===== config.mk =====
export PLATFORM = sky130hd
export DESIGN_NAME = one_wire_master_byte_engine_flat
export DESIGN_NICKNAME = d
export VERILOG_FILES = /design/src/hdl/owm_pkg.sv /design/src/hdl/owm_ifs.sv /design/src/hdl/one_wire_master_byte_engine.sv /design/src/flat_wrapper.sv
export VERILOG_INCLUDE_DIRS = /design/src /design/src/hdl
export SDC_FILE = /design/constraint.sdc
export NUM_CORES = 1
export LEC_CHECK = 0
export BUFFER_PORTS_ARGS = -buffer_cell sky130_fd_sc_hd__buf_2
export CORE_UTILIZATION = 24
export DETAILED_ROUTE_END_ITERATION = 12
export SETUP_SLACK_MARGIN = 0.2
export SLEW_MARGIN = 20
export SYNTH_ARGS = -nofsm -noshare
export SYNTH_HDL_FRONTEND = slang
export SYNTH_SLANG_ARGS = --single-unit

===== constraint.sdc =====
create_clock -name clk -period 5.6 [get_ports clk]
set_clock_uncertainty 0.05 [all_clocks]
set_input_delay 0.28 -clock clk [delete_from_list [all_inputs] [get_ports clk]]
set_output_delay 0.28 -clock clk [all_outputs]
set_load 0.05 [all_outputs]

===== src/hdl/one_wire_master_byte_engine_macros.svh =====
// Assertion macros for the one-wire master byte engine.
// Used by the RTL files that carry concurrent assertions; no other dependencies.
`ifndef ONE_WIRE_MASTER_BYTE_ENGINE_MACROS_SVH
`define ONE_WIRE_MASTER_BYTE_ENGINE_MACROS_SVH

`ifndef ASSERT_OFF
`define OWM_ASSERT(lbl, clk, rst_n, prop) \
  lbl: assert property (@(posedge clk) disable iff (!rst_n) (prop)) \
    else $error("owm assertion failed");
`define OWM_ASSERT_NEXT(lbl, clk, rst_n, pre, post) \
  lbl: assert property (@(posedge clk) disable iff (!rst_n) (pre) |=> (post)) \
    else $error("owm assertion failed");
`else
`define OWM_ASSERT(lbl, clk, rst_n, prop)
`define OWM_ASSERT_NEXT(lbl, clk, rst_n, pre, post)
`endif

`endif


===== src/hdl/owm_pkg.sv =====
// Shared constants and codes for the one-wire master byte engine.
// No dependencies.
`default_nettype none
package owm_pkg;

  localparam int BITS_PER_WORD_DEF = 8;

  localparam int TICK_W  = 16;
  localparam int SHORT_W = 8;
  localparam int BYTE_W  = 8;
  localparam int REQ_W   = 2;
  localparam int CFG_IDX_W  = 3;
  localparam int CFG_DATA_W = 16;

  typedef enum logic [REQ_W-1:0] {
    REQ_TICK  = 2'd0,
    REQ_RESET = 2'd1,
    REQ_WRITE = 2'd2,
    REQ_READ  = 2'd3
  } req_t;

  typedef enum logic [CFG_IDX_W-1:0] {
    CFG_RESET_LOW   = 3'd0,
    CFG_RESET_WAIT  = 3'd1,
    CFG_SLOT_START  = 3'd2,
    CFG_WRITE_HOLD  = 3'd3,
    CFG_WRITE_REC   = 3'd4,
    CFG_READ_SAMPLE = 3'd5,
    CFG_READ_REC    = 3'd6
  } cfg_idx_t;

  localparam logic [TICK_W-1:0]  RESET_LOW_DEF   = 16'd200;
  localparam logic [TICK_W-1:0]  RESET_WAIT_DEF  = 16'd100;
  localparam logic [SHORT_W-1:0] SLOT_START_DEF  = 8'd1;
  localparam logic [TICK_W-1:0]  WRITE_HOLD_DEF  = 16'd30;
  localparam logic [SHORT_W-1:0] WRITE_REC_DEF   = 8'd2;
  localparam logic [SHORT_W-1:0] READ_SAMPLE_DEF = 8'd2;
  localparam logic [TICK_W-1:0]  READ_REC_DEF    = 16'd20;

endpackage
`default_nettype wire


===== src/hdl/owm_ifs.sv =====
// Handshake channel interfaces: tick/command input, result output, register write.
// Depends on owm_pkg for field widths.
`default_nettype none
interface owm_in_if import owm_pkg::*; ();
  logic              valid;
  logic              ready;
  logic [REQ_W-1:0]  req_type;
  logic [BYTE_W-1:0] data_byte;
  logic              bus_level;

  modport source (output valid, output req_type, output data_byte, output bus_level,
                  input ready);
  modport sink (input valid, input req_type, input data_byte, input bus_level,
                output ready);
endinterface

interface owm_out_if import owm_pkg::*; ();
  logic              valid;
  logic              ready;
  logic              line_low;
  logic              busy_res;
  logic              done_res;
  logic [BYTE_W-1:0] read_data;
  logic              rejected;

  modport source (output valid, output line_low, output busy_res, output done_res,
                  output read_data, output rejected, input ready);
  modport sink (input valid, input line_low, input busy_res, input done_res,
                input read_data, input rejected, output ready);
endinterface

interface owm_cfg_if import owm_pkg::*; ();
  logic                  valid;
  logic                  ready;
  logic [CFG_IDX_W-1:0]  index;
  logic [CFG_DATA_W-1:0] data;

  modport source (output valid, output index, output data, input ready);
  modport sink (input valid, input index, input data, output ready);
endinterface
`default_nettype wire


===== src/hdl/one_wire_master_byte_engine.sv =====
// A result is registered when its tick transaction is accepted.
// Throughput: one tick transaction per cycle; the slot timer, phase and shift
// register update in a single pass, and a stalled result register holds input off.
// Reset (rst_n low, synchronous): bus released, engine idle, timing registers
// back to their defaults, held read byte cleared.
// Depends on owm_pkg, owm_ifs and one_wire_master_byte_engine_macros.svh.
`default_nettype none
`include "one_wire_master_byte_engine_macros.svh"
module one_wire_master_byte_engine import owm_pkg::*; #(
  parameter int BITS_PER_WORD = BITS_PER_WORD_DEF
) (
  input  wire        clk,
  input  wire        rst_n,
  owm_in_if.sink     in_ch,
  owm_out_if.source  out_ch,
  owm_cfg_if.sink    cfg_ch
);

  localparam int BI_W = (BITS_PER_WORD > 1) ? $clog2(BITS_PER_WORD) : 1;
  localparam logic [BI_W-1:0] BI_LAST = BI_W'(BITS_PER_WORD - 1);
  localparam logic [BITS_PER_WORD-1:0] MSB_ONE =
    BITS_PER_WORD'(1) << (BITS_PER_WORD - 1);

  typedef enum logic [2:0] {
    PH_IDLE, PH_RST_LOW, PH_RST_WAIT, PH_SLOT_START,
    PH_WR_HOLD, PH_WR_REC, PH_RD_WAIT, PH_RD_REC
  } phase_t;

  logic [TICK_W-1:0]  reset_low_r, reset_wait_r, write_hold_r, read_rec_r;
  logic [SHORT_W-1:0] slot_start_r, write_rec_r, read_sample_r;

  phase_t                 phase_r, phase_nxt;
  logic [BI_W-1:0]        bit_index_r, bit_index_nxt;
  logic [TICK_W-1:0]      tick_count_r, tick_count_nxt;
  logic [BITS_PER_WORD-1:0] shift_r, shift_nxt;
  logic [BITS_PER_WORD-1:0] last_read_r, last_read_nxt;
  logic                   drive_low_r, drive_low_nxt;
  logic                   op_read_r, op_read_nxt;

  logic              out_valid_r;
  logic              line_low_r, busy_r, done_r, rejected_r;
  logic              line_nxt, done_nxt, rej_nxt, enter;
  logic [TICK_W-1:0] len;
  logic [TICK_W:0]   tick_inc;
  logic              in_take;

  assign in_ch.ready  = !out_valid_r || out_ch.ready;
  assign in_take      = in_ch.valid && in_ch.ready;
  assign cfg_ch.ready = 1'b1;

  always_comb begin
    phase_nxt      = phase_r;
    bit_index_nxt  = bit_index_r;
    tick_count_nxt = tick_count_r;
    shift_nxt      = shift_r;
    last_read_nxt  = last_read_r;
    drive_low_nxt  = drive_low_r;
    op_read_nxt    = op_read_r;
    line_nxt       = 1'b0;
    done_nxt       = 1'b0;
    rej_nxt        = 1'b0;
    enter          = 1'b0;
    len            = '0;
    tick_inc       = '0;

    if (req_t'(in_ch.req_type) != REQ_TICK) begin
      if (phase_r == PH_IDLE) begin
        bit_index_nxt  = '0;
        tick_count_nxt = '0;
        drive_low_nxt  = 1'b1;
        case (req_t'(in_ch.req_type))
          REQ_RESET: phase_nxt = PH_RST_LOW;
          REQ_WRITE: begin
            op_read_nxt = 1'b0;
            shift_nxt   = BITS_PER_WORD'(in_ch.data_byte);
            phase_nxt   = PH_SLOT_START;
          end
          default: begin
            op_read_nxt = 1'b1;
            shift_nxt   = '0;
            phase_nxt   = PH_SLOT_START;
          end
        endcase
      end else begin
        rej_nxt = 1'b1;
      end
    end

    case (phase_nxt)
      PH_RST_LOW:    len = reset_low_r;
      PH_RST_WAIT:   len = reset_wait_r;
      PH_SLOT_START: len = TICK_W'(slot_start_r);
      PH_WR_HOLD:    len = write_hold_r;
      PH_WR_REC:     len = TICK_W'(write_rec_r);
      PH_RD_WAIT:    len = TICK_W'(read_sample_r);
      PH_RD_REC:     len = read_rec_r;
      default:       len = TICK_W'(1);
    endcase
    if (len == '0) begin
      len = TICK_W'(1);
    end

    if (phase_nxt != PH_IDLE) begin
      line_nxt       = drive_low_nxt;
      tick_inc       = {1'b0, tick_count_nxt} + 1'b1;
      tick_count_nxt = tick_inc[TICK_W-1:0];
      if (tick_inc >= {1'b0, len}) begin
        enter = 1'b1;
        case (phase_nxt)
          PH_RST_LOW:    phase_nxt = PH_RST_WAIT;
          PH_SLOT_START: phase_nxt = op_read_nxt ? PH_RD_WAIT : PH_WR_HOLD;
          PH_WR_HOLD:    phase_nxt = PH_WR_REC;
          PH_WR_REC: begin
            shift_nxt = shift_nxt >> 1;
            if (bit_index_nxt == BI_LAST) begin
              bit_index_nxt = '0;
              phase_nxt     = PH_IDLE;
              done_nxt      = 1'b1;
            end else begin
              bit_index_nxt = bit_index_nxt + 1'b1;
              phase_nxt     = PH_SLOT_START;
            end
          end
          PH_RD_WAIT: begin
            shift_nxt = (shift_nxt >> 1) | (in_ch.bus_level ? MSB_ONE : '0);
            phase_nxt = PH_RD_REC;
          end
          PH_RD_REC: begin
            if (bit_index_nxt == BI_LAST) begin
              bit_index_nxt = '0;
              last_read_nxt = shift_nxt;
              phase_nxt     = PH_IDLE;
              done_nxt      = 1'b1;
            end else begin
              bit_index_nxt = bit_index_nxt + 1'b1;
              phase_nxt     = PH_SLOT_START;
            end
          end
          default: begin
            phase_nxt = PH_IDLE;
            done_nxt  = 1'b1;
          end
        endcase
      end
    end

    if (enter) begin
      tick_count_nxt = '0;
      drive_low_nxt  = (phase_nxt == PH_RST_LOW) || (phase_nxt == PH_SLOT_START) ||
                       ((phase_nxt == PH_WR_HOLD) && !shift_nxt[0]);
    end
  end

  always_ff @(posedge clk) begin
    if (!rst_n) begin
      phase_r      <= PH_IDLE;
      bit_index_r  <= '0;
      tick_count_r <= '0;
      shift_r      <= '0;
      last_read_r  <= '0;
      drive_low_r  <= 1'b0;
      op_read_r    <= 1'b0;
      out_valid_r  <= 1'b0;
    end else begin
      if (in_take) begin
        phase_r      <= phase_nxt;
        bit_index_r  <= bit_index_nxt;
        tick_count_r <= tick_count_nxt;
        shift_r      <= shift_nxt;
        last_read_r  <= last_read_nxt;
        drive_low_r  <= drive_low_nxt;
        op_read_r    <= op_read_nxt;
        out_valid_r  <= 1'b1;
      end else if (out_ch.ready) begin
        out_valid_r <= 1'b0;
      end
    end
  end

  always_ff @(posedge clk) begin
    if (in_take) begin
      line_low_r <= line_nxt;
      busy_r     <= (phase_nxt != PH_IDLE);
      done_r     <= done_nxt;
      rejected_r <= rej_nxt;
    end
  end

  always_ff @(posedge clk) begin
    if (!rst_n) begin
      reset_low_r   <= RESET_LOW_DEF;
      reset_wait_r  <= RESET_WAIT_DEF;
      slot_start_r  <= SLOT_START_DEF;
      write_hold_r  <= WRITE_HOLD_DEF;
      write_rec_r   <= WRITE_REC_DEF;
      read_sample_r <= READ_SAMPLE_DEF;
      read_rec_r    <= READ_REC_DEF;
    end else if (cfg_ch.valid) begin
      case (cfg_idx_t'(cfg_ch.index))
        CFG_RESET_LOW:   reset_low_r   <= cfg_ch.data;
        CFG_RESET_WAIT:  reset_wait_r  <= cfg_ch.data;
        CFG_SLOT_START:  slot_start_r  <= cfg_ch.data[SHORT_W-1:0];
        CFG_WRITE_HOLD:  write_hold_r  <= cfg_ch.data;
        CFG_WRITE_REC:   write_rec_r   <= cfg_ch.data[SHORT_W-1:0];
        CFG_READ_SAMPLE: read_sample_r <= cfg_ch.data[SHORT_W-1:0];
        CFG_READ_REC:    read_rec_r    <= cfg_ch.data;
        default: ;
      endcase
    end
  end

  assign out_ch.valid     = out_valid_r;
  assign out_ch.line_low  = line_low_r;
  assign out_ch.busy_res  = busy_r;
  assign out_ch.done_res  = done_r;
  assign out_ch.read_data = BYTE_W'(last_read_r);
  assign out_ch.rejected  = rejected_r;

  `OWM_ASSERT(a_idle_released, clk, rst_n, (phase_r != PH_IDLE) || !drive_low_r)
  `OWM_ASSERT(a_idle_timer_clear, clk, rst_n, (phase_r != PH_IDLE) || (tick_count_r == '0))
  `OWM_ASSERT(a_done_not_busy, clk, rst_n, !(out_valid_r && done_r && busy_r))
  `OWM_ASSERT_NEXT(a_busy_tracks_phase, clk, rst_n, in_take,
                   busy_r == (phase_r != PH_IDLE))

endmodule
`default_nettype wire

===== src/flat_wrapper.sv =====
// flat-port wrapper written by rule: the top's interface ports become plain ports
module one_wire_master_byte_engine_flat import owm_pkg::*;
#(
  parameter int BITS_PER_WORD = BITS_PER_WORD_DEF
)
  (clk, rst_n, in_ch_valid, in_ch_req_type, in_ch_data_byte, in_ch_bus_level, in_ch_ready, out_ch_valid, out_ch_line_low, out_ch_busy_res, out_ch_done_res, out_ch_read_data, out_ch_rejected, out_ch_ready, cfg_ch_valid, cfg_ch_index, cfg_ch_data, cfg_ch_ready);
  owm_in_if in_ch_i ();
  owm_out_if out_ch_i ();
  owm_cfg_if cfg_ch_i ();
  input  wire clk;
  input  wire rst_n;
  input wire logic [$bits(in_ch_i.valid)-1:0] in_ch_valid;
  input wire logic [$bits(in_ch_i.req_type)-1:0] in_ch_req_type;
  input wire logic [$bits(in_ch_i.data_byte)-1:0] in_ch_data_byte;
  input wire logic [$bits(in_ch_i.bus_level)-1:0] in_ch_bus_level;
  output wire logic [$bits(in_ch_i.ready)-1:0] in_ch_ready;
  output wire logic [$bits(out_ch_i.valid)-1:0] out_ch_valid;
  output wire logic [$bits(out_ch_i.line_low)-1:0] out_ch_line_low;
  output wire logic [$bits(out_ch_i.busy_res)-1:0] out_ch_busy_res;
  output wire logic [$bits(out_ch_i.done_res)-1:0] out_ch_done_res;
  output wire logic [$bits(out_ch_i.read_data)-1:0] out_ch_read_data;
  output wire logic [$bits(out_ch_i.rejected)-1:0] out_ch_rejected;
  input wire logic [$bits(out_ch_i.ready)-1:0] out_ch_ready;
  input wire logic [$bits(cfg_ch_i.valid)-1:0] cfg_ch_valid;
  input wire logic [$bits(cfg_ch_i.index)-1:0] cfg_ch_index;
  input wire logic [$bits(cfg_ch_i.data)-1:0] cfg_ch_data;
  output wire logic [$bits(cfg_ch_i.ready)-1:0] cfg_ch_ready;
  assign in_ch_i.valid = in_ch_valid;
  assign in_ch_i.req_type = in_ch_req_type;
  assign in_ch_i.data_byte = in_ch_data_byte;
  assign in_ch_i.bus_level = in_ch_bus_level;
  assign in_ch_ready = in_ch_i.ready;
  assign out_ch_valid = out_ch_i.valid;
  assign out_ch_line_low = out_ch_i.line_low;
  assign out_ch_busy_res = out_ch_i.busy_res;
  assign out_ch_done_res = out_ch_i.done_res;
  assign out_ch_read_data = out_ch_i.read_data;
  assign out_ch_rejected = out_ch_i.rejected;
  assign out_ch_i.ready = out_ch_ready;
  assign cfg_ch_i.valid = cfg_ch_valid;
  assign cfg_ch_i.index = cfg_ch_index;
  assign cfg_ch_i.data = cfg_ch_data;
  assign cfg_ch_ready = cfg_ch_i.ready;
  one_wire_master_byte_engine #(.BITS_PER_WORD(BITS_PER_WORD)) u_core (.clk(clk), .rst_n(rst_n), .in_ch(in_ch_i), .out_ch(out_ch_i), .cfg_ch(cfg_ch_i));
endmodule

==> results of run 1 <==
## registers in the layout, summed over array words and instances (netlist names), 16 cells and up
name                 flops
u_core.write_hold_r     16
u_core.reset_low_r      16
u_core.reset_wait_r     16
u_core.read_rec_r       16
u_core.tick_count_r     16
## metrics by stage
step                      cell area (sq um)  util, %
after floorplan                        6630        -
after global placement                 7180     26.6
after detailed placement               7180     26.6
after CTS                              7810     28.9
after global routing                   7810     28.9
final                                  7810     28.9
## final timing paths
path,start,to,slack [ps],depth (start not counted)
max,u_core.phase_r[2],u_core.shift_r[0],1180,14
min,in_ch_valid,u_core.out_ch.valid,50,3
max reg2reg,u_core.phase_r[2],u_core.shift_r[0],1180,14
min reg2reg,u_core.out_ch.read_data[4],u_core.out_ch.read_data[4],400,2
## cells in the mapped netlist (all sizes together), types with 9 or more instances
cell	count
a221oi	18
dfxtp	129
nand2	227
o21ai	13
nor2	47
nor3	20
nand4	13
clkbuf	33
nand3	52
a22oi	19
a21oi	113
ha	23
buf	18
or2	9
## power by group through the flow
stage / Sequential, mW / Clock, mW / Combinational [mW]
finish: 1.03 / 1.19 / 1.15
global route: 1.03 / 1.25 / 1.24
global placement: 1.05 / 0 / 1.13
CTS: 1.03 / 1.21 / 1.14
detailed placement: 1.05 / 0 / 1.14
floorplan: 1.09 / 0 / 0.783
## logic make-up (layout without fill, tap and decap cells)
logic type	after synthesis	after routing	share of synthesized area, %
AO/OA/AOI/OAI	209	209	20.1
XOR/XNOR	15	15	1.98
adder cells (fa/ha/maj)	23	23	4.34
buffers and inverters	58	101	3.92
flip-flops	133	133	40.7
multiplexers	13	13	2.11
other	1	1	0.0565
AND/OR/NAND/NOR	398	398	26.7
## area by class of cell
| cell class | instances | area (sq um) |
|---|---|---|
| Clock inverter | 10 | 143 |
| Multi-Input combinational cell | 659 | 3680 |
| Inverter | 7 | 26.3 |
| Clock buffer | 22 | 485 |
| Fill cell | 2906 | 19200 |
| Timing Repair Buffer | 62 | 345 |
| Sequential cell | 133 | 2700 |
| Tap cell | 341 | 427 |
## layer usage
metal	vias up	wire length, microns	global-route usage [%]
met5	-	0	0
met4	0	314	4.82
li1	3065	-	-
met3	26	1120	2.80
met1	2963	9090	19.1
met2	184	9010	22.3
## tightest hold or removal path, cell delays in order
cell	delay [ps]
buf_2	100
inv_1	40
a21oi_1	50
==> flow_summary.yaml, run 1 <==
setup_path:
  worstPathRequired_ps: 5920
  critical_path.top_delay_family: "compound AO/OA/AOI/OAI gates"
  crit_slowest_cell: "nor2_1"
  cp_num_buf_inv: 3
  crit_chain: "buf_4 > inv_1 > buf_4 > a31oi_1 > nor2_1 > a221oi_1 > o21a_1 > ha_1 > a211oi_1 > nor2_1 > o41a_1 > or2_1 > a221oi_1 > a31o_2"
  setup.worst_path.class: "flop to flop"
  worst_ep_arrival_time_ps: 4740
  endpoint_kind: "flop"
  critical_path.startpoint_type: "flop"
  critical_path_peak_fanout: 26
  crit_path_max_incr_delay_ps: 680
clocking:
  clock_tree.root_cell: "clkbuf_16"
  post_cts.resized_instances: 0
  hold_buffers: 0
  clock_tree.buffer_depth: 2
  clock_tree.htree_level_count: 4
  tritoncts_num_sinks: 133
  clk-insertion-delay-late_ps: 420
  cts.reportedPaths.clkPinSlew_ps: 60
  cts_buf_count: 17
  cts_post_setup_buffers_inserted: 0
  cts_tree: "built"
routing:
  drt-initial-drc-count: 602
  postRouteAntennaNets: 0
  detail_route.vias_per_cell: 5.06
  detail_route.drc_violations: 0
  drt_pre_antenna_iters: 5
  routed_wire_length_per_instance_microns: 15.8
  wl_microns: 19500
  dr_total_vias: 6238
final_layout:
  area_growth_syn_to_layout_pct: 17.7
  final_common_cell: "nand2_1"
  final_cell_count_no_fill: 1234
  share_of_layout_cells_above_drive_strength_1_pct: 13.7
  layout.nets: 938
  layout_common_cells: "227 x nand2_1, 129 x dfxtp_1, 111 x a21oi_1"
  antenna_cells_inserted: 0
run_status:
  status: "finished, final reports clean"
sta:
  final_min_period_over_clock_period_pct: 78.9
  max_freq_ghz: 0.226
  worst_slew_margin_relative_to_its_limit_pct: 41.3
  worstMarginPinSlew_ps: 877
  hold_viol_final: 0
  fin_hold_ws_ps: 50.1
  fin_setup_tns_ps: 0
  grt_setup_unrepaired: "no"
  post-route-worst-setup-slack_ps: 1180
  shortest_period_the_worst_path_allows_ps: 4420
  setup_violations: 0
  slew_violations: 0
yosys:
  cell_variety_after_synth: 64
  cells_after_synthesis: 850
  synth_enable_flop_cells: 4
  synth_seq_area_share_pct: 40.7
  synthesis.area_per_instance_sq_um: 7.80
  synth_area_leader_cell: "dfxtp_1"
  summed_instance_area_of_the_synthesized_netlist_sq_um: 6630
  postSynth.asyncResetShare_pct: 0
  ys_dominant_reg_cell: "dfxtp_1"
  number_of_warnings_printed_during_yosys_synthesis: 0
  synth_top_cell_area_share_pct: 38.9
  synth.area.top_cells: "dfxtp_1 39%, nand2_1 13%, a21oi_1 8.4%"
  synth.ff_latch_count: 133
  syn_nets: 908
power:
  worst_vdd_drop_v: 0.000162
  swShare_pct: 37.3
  share_comb_of_total_power_pct: 34.1
  p_leak_nw: 2.81
  fraction_of_power_consumed_by_the_clock_network_pct: 35.3
  seq_power_share_pct: 30.6
  p_sw_mw: 1.25
  total_power_mw: 3.37
  power.density_nw_per_um2: 431
  p_int_mw: 2.11
place:
  routabilityCongestion: 0.828
  dpl.hpwl_microns: 13100
  numPortBuffers: 48
  placed_cells_incl_taps: 1202
  placement.setup.worst_slack_ps: 987
global_route:
  grt_first_pass_wirelength_microns: 31600
  grt_remaining_overflow: 0
  total_global_route_track_usage_pct: 14.1
  grt_pass1_vias: 5854
  grt_start_max_net_pins: 66
  antenna_violations_before_repair: 0
floorplanning:
  initial_core_util_pct: 24.5
  top_level_ports: 50
  core_area_sq_um: 27000
  die-area_sq_um: 28300
  die_width_microns: 168
  placementRows: 60
  die-height_microns: 168
hold_path:
  worst_hold_path_type: "input port to flop"
run:
  drv_cap: 0
No activity file was read; power rests on OpenSTA's default activity.
==> run 2: changes to the inputs <==
==> constraint.sdc (replaced) <==
create_clock -name clk -period 3.6 [get_ports clk]
set_clock_uncertainty 0.05 [all_clocks]
set_input_delay 0.18 -clock clk [delete_from_list [all_inputs] [get_ports clk]]
set_output_delay 0.18 -clock clk [all_outputs]
set_load 0.05 [all_outputs]
==> run 2 against run 1 <==
  * Largest cell class unchanged
  * Non-clock buffer count up 83
  * Sequential share of layout area down 3.4 points
  * Cell count up 6.6%
  * Combinational power up 110%
  * The run now ends with setup timing left
  * Core utilization up 3.1 points
  * Critical endpoint is now u_core.shift_r[1]
  * Total power up 70%
==> flow_summary.yaml, run 2 (same netlist as run 1, synthesis figures left out) <==
sta:
  hold_viol_final: 0
  slew_violations: 0
  setup_violations: 40
  fin_hold_ws_ps: 12.5
  post-route-worst-setup-slack_ps: -276
  max_freq_ghz: 0.258
  grt_setup_unrepaired: "yes"
  fin_setup_tns_ps: -7260
  worstMarginPinSlew_ps: 832
  worst_slew_margin_relative_to_its_limit_pct: 44.3
  final_min_period_over_clock_period_pct: 108
  shortest_period_the_worst_path_allows_ps: 3880
power:
  worst_vdd_drop_v: 0.000381
  p_leak_nw: 3.23
  power.density_nw_per_um2: 659
  total_power_mw: 5.71
place:
  numPortBuffers: 48
  dpl.hpwl_microns: 14000
  placed_cells_incl_taps: 1265
  placement.setup.worst_slack_ps: -324
  postPlaceCellArea_sq_um: 7740
  routabilityCongestion: 0.815
routing:
  detail_route.drc_violations: 0
  met2WireLength_microns: 9180
  drt-initial-drc-count: 513
  wl_met1_microns: 9490
  route.met3.wl_microns: 849
  wl_microns: 19700
  routed_wire_length_per_instance_microns: 15.0
  postRouteAntennaNets: 0
  drt_pre_antenna_iters: 5
  dr.max_layer_used: "met4"
  detail_route.vias_per_cell: 4.91
  dr_total_vias: 6461
run_status:
  status: "finished, violations left"
  failing_checks: "setup timing"
final_layout:
  area_growth_syn_to_layout_pct: 30.6
  layout_common_cells: "225 x nand2_1, 128 x dfxtp_1, 108 x a21oi_1"
  share_of_layout_cells_above_drive_strength_1_pct: 23.2
  final_common_cell: "nand2_1"
  post-route-util_pct: 32.0
  final_area_sq_um: 8660
  antenna_cells_inserted: 0
  layout.nets: 1021
  final_cell_count_no_fill: 1316
setup_path:
  critical_path_peak_fanout: 8
  critical_path.startpoint_type: "flop"
  setup.worst_path.class: "flop to flop"
  worst_ep_arrival_time_ps: 4190
  rrSetupSlack_ps: -280
  worstPathRequired_ps: 3910
  endpoint_kind: "flop"
global_route:
  grt_remaining_overflow: 0
  grt_first_pass_wirelength_microns: 32000
  grt_pass1_vias: 6062
  grt_start_max_net_pins: 40
  antenna_violations_before_repair: 0
  total_global_route_track_usage_pct: 14.1
clocking:
  tritoncts_num_sinks: 133
  clock_tree.htree_level_count: 4
  clk-insertion-delay-late_ps: 420
  cts_buf_count: 17
  cts_tree: "built"
  clock_tree.root_cell: "clkbuf_16"
  cts.reportedPaths.clkPinSlew_ps: 60
  clock_tree.buffer_depth: 2
hold_path:
  worst_hold_path_type: "input port to flop"
floorplanning:
  initial_core_util_pct: 24.5
  die_width_microns: 168
  top_level_ports: 50
  die-height_microns: 168
  core_area_sq_um: 27000
  die-area_sq_um: 28300
  placementRows: 60
run:
  drv_cap: 0
## run 2: report_power, final
part	leakage [nW]	internal, mW	switching, mW	total [mW]
Sequential	1.08	1.57	0.0434	1.61
Clock	0.263	0.965	0.672	1.64
Combinational	1.89	1.07	1.39	2.46
Total	3.23	3.60	2.11	5.71
## run 2: area by class of cell
class | instances | area (sq um)
clock buffers | 20 | 447
clock inverters | 11 | 103
fillers | 2858 | 18400
inverters | 7 | 26.3
multi-input cells | 659 | 3860
flip-flops and latches | 133 | 2710
well taps | 341 | 427
repair buffers | 145 | 1090
## run 2: per-layer routing
metal / global-route usage, % / vias up
li1: - / 3236
met1: 18.8 / 3053
met2: 22.9 / 156
met3: 3.36 / 16
met4: 3.28 / 0
met5: 0 / -
## run 2: repair_timing
action	4_1_cts	5_1_grt
hold endpoints to repair	34	0
pin swaps	11	2
cloned	0	1
resized for setup	15	25
setup endpoints to repair	41	41
setup buffers	4	5
hold buffers	10	0
## run 2: final timing paths
| path | from | endpoint | depth (start not counted) |
|---|---|---|---|
| max reg2reg | u_core.phase_r[1] | u_core.shift_r[1] | 18 |
| min | cfg_ch_data[3] | u_core.read_sample_r[3] | 3 |
| max | u_core.phase_r[1] | u_core.shift_r[1] | 18 |
| min reg2reg | u_core.out_ch.read_data[2] | u_core.out_ch.read_data[2] | 2 |
## run 2: critical path: stages, from the launching register on
cell	delay [ps]
dfxtp_4	360
buf_12	120
or4_4	540
and2_4	180
ha_4	170
nand3_4	100
nor2_4	40
and3_4	160
xnor2_2	130
nor2_2	130
ha_1	270
a211oi_2	180
nor2_1	60
o41a_1	470
buf_6	170
buf_6	110
o211a_4	250
nor3_1	200
a311o_1	130
